### src/sv/sliding_window_min_max_top_macros.svh
// Assertion macros used by the top-level RTL file.
`ifndef SLIDING_WINDOW_MIN_MAX_TOP_MACROS_SVH
`define SLIDING_WINDOW_MIN_MAX_TOP_MACROS_SVH

`ifndef ASSERT_OFF
`define SWMM_ASSERT(name, prop, msg) \
  name: assert property (@(posedge clk_i) disable iff (!rst_ni) prop) else $error(msg);
`define SWMM_ASSERT_ALWAYS(name, prop, msg) \
  name: assert property (@(posedge clk_i) prop) else $error(msg);
`else
`define SWMM_ASSERT(name, prop, msg)
`define SWMM_ASSERT_ALWAYS(name, prop, msg)
`endif

`endif

### src/sv/swmm_pkg.sv
package swmm_pkg;

  localparam int unsigned SampleW      = 12;
  localparam int unsigned VoltW        = 16;
  localparam int unsigned ProdW        = SampleW + VoltW;
  localparam int unsigned DenShift     = 12;
  localparam int unsigned ConvLat      = 3;
  localparam int unsigned DepthDefault = 10;

  localparam logic [VoltW-1:0]   VoltNum   = 16'd33000;
  localparam logic [ProdW-1:0]   VoltDen   = 28'd4095;
  localparam logic [SampleW-1:0] SampleMax = 12'hFFF;

  typedef enum logic [3:0] {
    ST_IDLE = 4'b0001,
    ST_SCAN = 4'b0010,
    ST_CONV = 4'b0100,
    ST_DONE = 4'b1000
  } state_e;

  typedef struct packed {
    logic shift;
    logic clear;
  } cell_ctrl_t;

endpackage

### src/sv/swmm_cell.sv
module swmm_cell (
  input  logic                          clk_i,
  input  logic                          rst_ni,
  input  swmm_pkg::cell_ctrl_t          ctrl_i,
  input  logic [swmm_pkg::SampleW-1:0]  data_i,
  input  logic [swmm_pkg::SampleW-1:0]  lo_i,
  input  logic [swmm_pkg::SampleW-1:0]  hi_i,
  output logic [swmm_pkg::SampleW-1:0]  entry_o,
  output logic [swmm_pkg::SampleW-1:0]  lo_o,
  output logic [swmm_pkg::SampleW-1:0]  hi_o
);

  logic [swmm_pkg::SampleW-1:0] entry_q, entry_d;
  logic [swmm_pkg::SampleW-1:0] lo_q, lo_d, hi_q, hi_d;

  always_comb begin
    entry_d = entry_q;
    if (ctrl_i.shift) begin
      entry_d = ctrl_i.clear ? '0 : data_i;
    end
    lo_d = (entry_q < lo_i) ? entry_q : lo_i;
    hi_d = (entry_q > hi_i) ? entry_q : hi_i;
  end

  always_ff @(posedge clk_i or negedge rst_ni) begin
    if (!rst_ni) begin
      entry_q <= '0;
    end else begin
      entry_q <= entry_d;
    end
  end

  always_ff @(posedge clk_i) begin
    lo_q <= lo_d;
    hi_q <= hi_d;
  end

  assign entry_o = entry_q;
  assign lo_o    = lo_q;
  assign hi_o    = hi_q;

endmodule

### src/sv/swmm_conv.sv
module swmm_conv (
  input  logic                         clk_i,
  input  logic [swmm_pkg::SampleW-1:0] raw_i,
  output logic [swmm_pkg::VoltW-1:0]   volts_o
);

  logic [swmm_pkg::ProdW-1:0] prod_q, prod_d, prod2_q;
  logic [swmm_pkg::ProdW:0]   sum;
  logic [swmm_pkg::VoltW-1:0] quot_q, quot_d;
  logic [swmm_pkg::ProdW-1:0] rem;
  logic [swmm_pkg::VoltW-1:0] volts_q, volts_d;

  // The divide by 4095 uses 1/(4096-1) as a short geometric series; the
  // estimate is at most one low and a single compare fixes it.
  always_comb begin
    prod_d  = swmm_pkg::ProdW'(raw_i) * swmm_pkg::ProdW'(swmm_pkg::VoltNum);
    sum     = (swmm_pkg::ProdW+1)'(prod_q)
            + (swmm_pkg::ProdW+1)'(prod_q >> swmm_pkg::DenShift)
            + (swmm_pkg::ProdW+1)'(prod_q >> (2 * swmm_pkg::DenShift));
    quot_d  = swmm_pkg::VoltW'(sum >> swmm_pkg::DenShift);
    rem     = prod2_q - (swmm_pkg::ProdW'(quot_q) << swmm_pkg::DenShift)
            + swmm_pkg::ProdW'(quot_q);
    volts_d = (rem >= swmm_pkg::VoltDen) ? quot_q + 1'b1 : quot_q;
  end

  always_ff @(posedge clk_i) begin
    prod_q  <= prod_d;
    prod2_q <= prod_q;
    quot_q  <= quot_d;
    volts_q <= volts_d;
  end

  assign volts_o = volts_q;

endmodule

### src/sv/sliding_window_min_max_top.sv
// Sliding window minimum and maximum tracker for 12-bit ADC samples.
// The input channel takes one word per sample: tdata carries the sample and
// tuser the command, where a high command clears the window before the
// sample is pushed. The output channel gives one word per input word with
// the window minimum and maximum, and the sample, minimum and maximum
// converted to units of 0.1 mV.
// The window is a row of WINDOW_DEPTH cells. An accepted sample shifts in
// at the first cell; the running minimum and maximum then move one cell per
// cycle down the row. The conversion pipeline follows, and the result is
// then loaded into the output register once that register is free.
// The block takes no new sample until the previous one has been scanned,
// converted and loaded into the output register.
// A new sample is taken while an earlier result still waits in the output
// register; a stalled receiver holds the next result back until that word
// is taken. Reset clears the window to zeros and empties the output.
`include "sliding_window_min_max_top_macros.svh"

module sliding_window_min_max_top #(
  parameter int unsigned WINDOW_DEPTH = swmm_pkg::DepthDefault
) (
  input  logic        clk_i,
  input  logic        rst_ni,
  input  logic        s_axis_tvalid,
  output logic        s_axis_tready,
  input  logic [15:0] s_axis_tdata,  // [11:0] sample, [15:12] zero
  input  logic        s_axis_tuser,  // [0] command
  output logic        m_axis_tvalid,
  input  logic        m_axis_tready,
  // [15:0] sample_volts, [27:16] window_min, [39:28] window_max,
  // [55:40] min_volts, [71:56] max_volts
  output logic [71:0] m_axis_tdata
);

  localparam int unsigned CntMax = (WINDOW_DEPTH > swmm_pkg::ConvLat) ?
                                   WINDOW_DEPTH : swmm_pkg::ConvLat;
  localparam int unsigned CntW   = $clog2(CntMax);

  swmm_pkg::state_e state_q, state_d;
  logic [CntW-1:0]  cnt_q, cnt_d;
  logic             out_vld_q, out_vld_d;
  logic [71:0]      out_data_q, out_data_d;
  logic [swmm_pkg::SampleW-1:0] sample_q, sample_d;

  logic in_acc, out_acc, load_out;
  swmm_pkg::cell_ctrl_t head_ctrl, tail_ctrl;

  logic [swmm_pkg::SampleW-1:0] entry [WINDOW_DEPTH];
  logic [swmm_pkg::SampleW-1:0] lo    [WINDOW_DEPTH];
  logic [swmm_pkg::SampleW-1:0] hi    [WINDOW_DEPTH];

  logic [swmm_pkg::VoltW-1:0] sample_volts, min_volts, max_volts;

  assign in_acc  = s_axis_tvalid && s_axis_tready;
  assign out_acc = m_axis_tvalid && m_axis_tready;

  assign head_ctrl = '{shift: in_acc, clear: 1'b0};
  assign tail_ctrl = '{shift: in_acc, clear: s_axis_tuser};

  for (genvar i = 0; i < WINDOW_DEPTH; i++) begin : g_cell
    if (i == 0) begin : g_head
      swmm_cell u_cell (
        .clk_i   (clk_i),
        .rst_ni  (rst_ni),
        .ctrl_i  (head_ctrl),
        .data_i  (s_axis_tdata[swmm_pkg::SampleW-1:0]),
        .lo_i    (swmm_pkg::SampleMax),
        .hi_i    ('0),
        .entry_o (entry[i]),
        .lo_o    (lo[i]),
        .hi_o    (hi[i])
      );
    end else begin : g_body
      swmm_cell u_cell (
        .clk_i   (clk_i),
        .rst_ni  (rst_ni),
        .ctrl_i  (tail_ctrl),
        .data_i  (entry[i-1]),
        .lo_i    (lo[i-1]),
        .hi_i    (hi[i-1]),
        .entry_o (entry[i]),
        .lo_o    (lo[i]),
        .hi_o    (hi[i])
      );
    end
  end

  swmm_conv u_conv_sample (
    .clk_i   (clk_i),
    .raw_i   (sample_q),
    .volts_o (sample_volts)
  );

  swmm_conv u_conv_min (
    .clk_i   (clk_i),
    .raw_i   (lo[WINDOW_DEPTH-1]),
    .volts_o (min_volts)
  );

  swmm_conv u_conv_max (
    .clk_i   (clk_i),
    .raw_i   (hi[WINDOW_DEPTH-1]),
    .volts_o (max_volts)
  );

  always_comb begin
    state_d    = state_q;
    cnt_d      = cnt_q;
    sample_d   = sample_q;
    load_out   = 1'b0;
    s_axis_tready = (state_q == swmm_pkg::ST_IDLE);
    case (state_q)
      swmm_pkg::ST_IDLE: begin
        if (s_axis_tvalid) begin
          state_d  = swmm_pkg::ST_SCAN;
          cnt_d    = '0;
          sample_d = s_axis_tdata[swmm_pkg::SampleW-1:0];
        end
      end
      swmm_pkg::ST_SCAN: begin
        cnt_d = cnt_q + 1'b1;
        if (cnt_q == CntW'(WINDOW_DEPTH - 1)) begin
          state_d = swmm_pkg::ST_CONV;
          cnt_d   = '0;
        end
      end
      swmm_pkg::ST_CONV: begin
        cnt_d = cnt_q + 1'b1;
        if (cnt_q == CntW'(swmm_pkg::ConvLat - 1)) begin
          state_d = swmm_pkg::ST_DONE;
          cnt_d   = '0;
        end
      end
      swmm_pkg::ST_DONE: begin
        if (!out_vld_q || m_axis_tready) begin
          load_out = 1'b1;
          state_d  = swmm_pkg::ST_IDLE;
        end
      end
      default: begin
        state_d = swmm_pkg::ST_IDLE;
      end
    endcase

    out_vld_d  = out_vld_q;
    out_data_d = out_data_q;
    if (out_acc) begin
      out_vld_d = 1'b0;
    end
    if (load_out) begin
      out_vld_d  = 1'b1;
      out_data_d = {max_volts, min_volts, hi[WINDOW_DEPTH-1], lo[WINDOW_DEPTH-1],
                    sample_volts};
    end
  end

  always_ff @(posedge clk_i or negedge rst_ni) begin
    if (!rst_ni) begin
      state_q   <= swmm_pkg::ST_IDLE;
      cnt_q     <= '0;
      out_vld_q <= 1'b0;
    end else begin
      state_q   <= state_d;
      cnt_q     <= cnt_d;
      out_vld_q <= out_vld_d;
    end
  end

  always_ff @(posedge clk_i) begin
    sample_q   <= sample_d;
    out_data_q <= out_data_d;
  end

  assign m_axis_tvalid = out_vld_q;
  assign m_axis_tdata  = out_data_q;

  `SWMM_ASSERT(a_accept_starts_scan, in_acc |=> (state_q == swmm_pkg::ST_SCAN), "accept did not start a scan")
  `SWMM_ASSERT(a_no_overwrite, (state_q == swmm_pkg::ST_DONE && out_vld_q && !m_axis_tready) |=> (state_q == swmm_pkg::ST_DONE), "pending result was overwritten")
  `SWMM_ASSERT(a_min_le_max, out_vld_q |-> (out_data_q[27:16] <= out_data_q[39:28]), "window minimum above maximum")
  `SWMM_ASSERT(a_scan_count, (state_q == swmm_pkg::ST_SCAN) |-> (cnt_q <= CntW'(WINDOW_DEPTH - 1)), "scan count out of range")
  `SWMM_ASSERT_ALWAYS(a_reset_idle, !rst_ni |=> (state_q == swmm_pkg::ST_IDLE && !out_vld_q), "reset did not clear control state")

endmodule

### config.mk
export PLATFORM = sky130hd
export DESIGN_NAME = sliding_window_min_max_top
export DESIGN_NICKNAME = d
export VERILOG_FILES = /design/src/sv/swmm_pkg.sv /design/src/sv/swmm_cell.sv /design/src/sv/swmm_conv.sv /design/src/sv/sliding_window_min_max_top.sv
export VERILOG_INCLUDE_DIRS = /design/src /design/src/sv
export SDC_FILE = /design/constraint.sdc
export NUM_CORES = 2
export LEC_CHECK = 0
export BUFFER_PORTS_ARGS = -buffer_cell sky130_fd_sc_hd__buf_2
export CAP_MARGIN = 20
export CORE_ASPECT_RATIO = 1.2
export CORE_UTILIZATION = 50
export CTS_CLUSTER_DIAMETER = 40
export DETAILED_ROUTE_END_ITERATION = 8
export PLACE_DENSITY = 0.69
export SLEW_MARGIN = 0
export SYNTH_ARGS = -nofsm -noshare
export SYNTH_HDL_FRONTEND = slang
export SYNTH_SLANG_ARGS = --single-unit
### constraint.sdc
create_clock -name clk_i -period 5.5 [get_ports clk_i]
set_clock_uncertainty 0.2 [all_clocks]
set_input_delay 0.275 -clock clk_i [delete_from_list [all_inputs] [get_ports clk_i]]
set_output_delay 0.275 -clock clk_i [all_outputs]
set_load 0.02 [all_outputs]
# After elaboration in Yosys (flattened, before gate mapping)
# Index checks and enable logic that the tools add are counted.
[totals]
word_cells = 151
out_inout_bits = 74
inputBits = 21
register_bits = 699
[classes]
addsub = 16
mul = 3
muxes = 43
order_cmp = 23
reduce_logical = 9
n_eq_ne = 10
[op_table]
columns = ["operator", "n"]
rows = [
  ["2-to-1 mux 12 bit", 27],
  ["adder 28 x 16 -> 28 bit", 6],
  ["> comparator 12 bit", 9],
  ["less-than comparator 12 bit", 9],
  ["adder 28 x 4 -> 28 bit", 3],
  [">= comparator 28 x 12 -> 1 bit, second input constant", 3],
  ["subtractor 28 bit", 3],
  ["multiplier 12 x 13 -> 25 bit, second input constant", 3],
  ["adder 16 x 1 -> 16 bit, second input constant", 3],
  ["2-to-1 mux 16 bit", 3],
  ["2-to-1 mux 4 bit", 7],
  ["case mux 4 bit (4 select lines)", 1],
  ["> comparator 12 x 1 -> 1 bit, second input constant", 1],
  ["less-than comparator 12 bit, second input constant", 1],
  ["case mux 4 bit (3 select lines)", 1],
  ["== test 4 x 2 -> 1 bit, second input constant", 2],
  ["== test 4 bit, second input constant", 2],
  ["!= test 2 bit, second input constant", 4],
  ["adder 4 x 1 -> 4 bit, second input constant", 1],
  ["== test 4 x 1 -> 1 bit, second input constant", 1],
  ["== test 4 x 3 -> 1 bit, second input constant", 1],
  ["2-to-1 mux 1 bit", 4],
  ["AND reduction 2 bit", 2],
  ["AND reduction 4 bit", 1],
  ["other kinds (5)", 6],
]

# Depth between registers and ports, before layout
[logic_depth]
depth_word = 5
depth_mapped = 21
ltp_nobuf = 21

# Cells and area by module
# From an unflattened synthesis, not the netlist that was laid out.
[hier_totals]
hier_cells = 4239
area_unflattened_um2 = 42157.9
[by_module_without_submodules]
columns = ["mod", "seq_area_each_um2", "n_inst", "area_each_um2", "cells_each"]
rows = [
  ["swmm_cell", 780.7, 10, 1818.0, 180],
  ["swmm_conv (u_conv_min)", 1641.6, 1, 7099.3, 799],
  ["swmm_conv (u_conv_max)", 1641.6, 1, 6860.3, 756],
  ["swmm_conv (u_conv_sample)", 1641.6, 1, 6836.6, 735],
  ["sliding_window_min_max_top", 2748.9, 1, 3181.8, 149],
]

# Least setup slack after synthesis
# OpenSTA, ideal clock, no wires.
[synth_timing]
path_kind = "flip-flop to flip-flop"
start = "reg sample_q[3] (netlist bit)"
end = "reg u_conv_sample.prod_q[24] (netlist bit)"
path_stages_with_launch = 20
path_slack_ps = 259
required_time_ps = 5227
arrival_time_ps = 4968
path_cell_list = "edfxtp_1 -> fa_1 -> ha_1 -> ha_1 -> inv_1 -> fa_1 -> fa_1 -> inv_1 -> ha_1 -> nor2b_1 -> o21ai_0 -> a21boi_0 -> o21ai_0 -> a21boi_0 -> o21ai_0 -> a21oi_1 -> o41ai_1 -> o21ai_0 -> o21ai_0 -> xnor2_1"
[synth_between]
elab_chain_cells = 1
[synth_rtl]
columns = ["item", "line", "rtl"]
rows = [
  ["from (decl)", "sliding_window_min_max_top.sv:42", "logic [swmm_pkg::SampleW-1:0] sample_q, sample_d;"],
  ["from (signal assigned)", "sliding_window_min_max_top.sv:169", "sample_q <= sample_d;"],
  ["multiplier 12 x 13 -> 25 bit", "swmm_conv.sv:16", "prod_d = swmm_pkg::ProdW'(raw_i) * swmm_pkg::ProdW'(swmm_pkg::VoltNum);"],
  ["named net u_conv_sample.prod_d (one bit)", "swmm_conv.sv:7", "logic [swmm_pkg::ProdW-1:0] prod_q, prod_d, prod2_q;"],
  ["to (signal assigned)", "swmm_conv.sv:27", "prod_q <= prod_d;"],
  ["to (decl)", "swmm_conv.sv:7", ""],
]
# The timed path passes the listed nets, and every way through them passes these cells.
# A chain may end at the register's enable or synchronous reset.

# Final worst setup path
[layout_timing]
start = "reg sample_q[3] (netlist bit)"
end = "reg u_conv_sample.prod_q[26] (netlist bit)"
# The elaborated chain is that of the path after synthesis.

==> key figures <==
Setup path
  – Reg2reg start: sample_q[3]
  – R2R Setup Slk: 0.25 ns
  – Reg-to-Reg End: u_conv_sample.prod_q[26]
  – Worst EP arrival: 5.63 ns
  – End of the critical path: u_conv_sample.prod_q[26]
  – CP startpoint: sample_q[3]
  – R2R depth: 19
  – Worst Path Max Fanout: 3
  – Crit Path Category: register to register
  – Required time of the critical path: 5.88 ns
  – Worst Setup End Kind: register
  – CP startpoint kind: register

Synthesis
  – Register bit count reported by yosys: between 600 and 700
  – EDFF count, synth: 84
  – Mapped Area: 40710 µm²
  – Ys flop type: dfxtp_1
  – Mean area per synthesized cell: 9.738 µm²
  – Yosys Warn Count: 0
  – Mux contribution to synthesized area: 3.596%
  – Syn_nets: roughly 4900
  – Register area share after synthesis: a little under two fifths
  – Unique masters post-synth: 95
  – Post-synth ARST share: 18.45%
  – XOR/XNOR Fraction of Synth Area: 3.636%
  – Cells after Synth: 4180
  – Simple-gate area share of the yosys netlist: 11.55%
  – Compound-cell area share of the yosys netlist: 12.70%
  – Post-synthesis adder-cell area fraction: 23.79%
  – Largest family of logic cells by synthesized area: adder cells

GRT
  – Largest net degree at the start of global routing: between 200 and 250
  – All-Layer GR Usage: 21.15%
  – Antenna violations before repair: 0
  – First-pass GRT wire length: 141.9 mm
  – Remaining Overflow, GRT: 0
  – Vias in the first global route: 28460

CTS
  – Max Buffers Root-to-Sink: 3
  – Clk sink count: 699
  – Clock latency on the worst-skew pair: 0.65 ns
  – Max H-tree Level: 3
  – CTS root buffer: clkbuf_16
  – Register clock-pin slew on the reported worst setup and hold paths: 0.05 ns
  – CTS tree: yes
  – Total CTS buffers: 94

Layout
  – Share of layout cells above drive strength 1: 10.52%
  – Layout Cells excl Fill: 5428
  – Finished Core Util: 56.74%
  – Commonest non-fill, non-tap cell in the layout: ha_1
  – Fill count: about 6900
  – Most frequent cells in the layout: 630 x ha_1, 596 x inv_1, 485 x dfxtp_1
  – Final Net Count: 5046
  – Antenna cells: 0
  – Area growth, synth to finish: 12.34%

STA
  – Crit path time final: 5.252 ns
  – Slew Limit Fails: 0
  – Worst-Margin Slew: 1.055 ns
  – Setup Total Neg Slack: 0 ns
  – Max Clk Rate: between 0.15 and 0.2 GHz
  – Max transition margin: between 20 and 30%
  – Post-route setup slack: 0.2483 ns
  – Period utilization: 95.49%
  – Fin. Hold Viols: 0
  – Final setup violation count: 0

Drt
  – Via count: roughly 28000
  – DRC Markers: 0
  – Vias per inst: between 5 and 6
  – Detailed router's first-iteration violation count: 1341
  – Detail Route Antenna Nets: 0
  – Drt total wl: 86.31 mm
  – Detailed Routing Iterations Pass 1: 5
  – Detail-routed net length per standard cell: 15.90 µm

Floorplan
  – I/O pins: 95
  – Die Span X: 262.5 µm
  – Die area: 82560 µm²
  – Die height: 314.6 µm
  – CORE AREA: 80590 µm²
  – Initial Utilization: 50.51%
  – Site Rows: 114

Worst hold path
  – Hold WC Path Type: primary input to async pin

Place
  – Post-place setup slack: 0.01774 ns
  – GPL Wtd Cong: 0.9160
  – Placed cell count: 5238
  – Port Buffers: 90
  – Dpl hpwl: 66.71 mm

Run status
  – Outcome: finished clean

Run
  – Max Cap Viol: 0
==> layout make-up <==
class	count	area [µm²]	share of cell area, %
clock buffer	122	2621	5.732
clock inverter	53	589.3	1.289
inverter	596	2237	4.892
multi-input combinational	2765	22540	49.29
sequential	699	15480	33.86
tap	1044	1306	2.856
timing repair buffer	149	954.7	2.088
==> timing repair <==
action	4_1_cts	5_1_grt
pin swaps	0	1
resized for setup	1	10
setup endpoints to repair	2	13
endpoints found under the hold margin	111	0
buffers inserted	0	0
hold buffers	14	0
cloned	0	0
==> critical path, stage by stage (launching register included) <==
cell	delay [ns]
edfxtp_1	0.41
fa_1	0.52
ha_1	0.31
ha_1	0.27
inv_1	0.05
fa_1	0.50
fa_1	0.54
inv_1	0.04
ha_1	0.32
nor2b_1	0.14
o21ai_0	0.20
a21boi_0	0.15
o21ai_1	0.18
a21boi_0	0.13
o21ai_0	0.22
a21oi_1	0.13
o41ai_2	0.29
o21ai_0	0.21
o211ai_1	0.23
xnor2_1	0.13
==> cell families (layout without fill, tap and decap cells) <==
family | Yosys count | after routing
adders and majority gates | 720 | 720
buffers and inverters | 716 | 920
xor gates and xnor gates | 169 | 169
DFF | 699 | 699
and+or+nand+nor | 946 | 946
muxes | 131 | 131
AOI/OAI and AO/OA | 799 | 799
==> flip-flops by register name, indices dropped and copies added (netlist names), 25 cells and up <==
signal                        cells
g_cell.g_body.u_cell.entry_o    108
g_cell.g_body.u_cell.hi_o       108
g_cell.g_body.u_cell.lo_o       108
m_axis_tdata                     72
u_conv_max.prod2_q               25
u_conv_max.prod_q                25
u_conv_min.prod2_q               25
u_conv_min.prod_q                25
u_conv_sample.prod2_q            25
u_conv_sample.prod_q             25
==> cells in the mapped netlist, types with 25 or more instances <==
library cell  instances  area share, %
o21a_1               25           0.46
a21oi_1             144            1.8
mux2_2              120            3.3
xnor2_1             146            3.1
dfxtp_1             486             24
fa_1                 90            4.4
edfxtp_1             84            6.2
nand2_1             339            3.1
nor2_1              136            1.3
nand3_1              70           0.86
a21o_1              128            2.4
clkbuf_1             98           0.90
nor2b_1              35           0.54
o21ai_0             291            3.6
nand2b_1            137            2.1
nand4_1              56           0.86
nor3_1               62           0.76
ha_1                630             19
inv_1               596            5.5
dfrtp_1             128            7.9
==> stage by stage <==
step                area [µm²]  hold slack (ns)
CTS                      45700           0.1054
detailed placement       42340           0.1450
finish                   45730          0.07721
floorplan                40710          -0.2206
global placement         42330           0.1491
global route             45730           0.1538
==> per-layer routing <==
metal	GRT usage (%)	share of wire (%)
met3	2.824	3.5
met2	40.66	53
met1	23.56	41
met4	7.848	3.2
met5	0	0
==> how the worst min path moves through the flow <==
| stage | endpoint | cells after the start | startpoint | slack, ns |
|---|---|---|---|---|
| finish | g_cell[5].g_body.u_cell.entry_o[8] | 2 | rst_ni | 0.08 |
| global route | sample_q[0] | 2 | s_axis_tdata[0] | 0.15 |
| CTS | m_axis_tvalid | 3 | m_axis_tready | 0.11 |
| detailed placement | u_conv_max.prod2_q[7] | 0 | u_conv_max.prod_q[7] | 0.15 |
| global placement | u_conv_max.prod2_q[7] | 0 | u_conv_max.prod_q[7] | 0.15 |
| floorplan | cnt_q[0] | 0 | rst_ni | -0.22 |
Power is not shown: default switching activity piles up to over one toggle a cycle in this logic, so the estimate is an artifact.
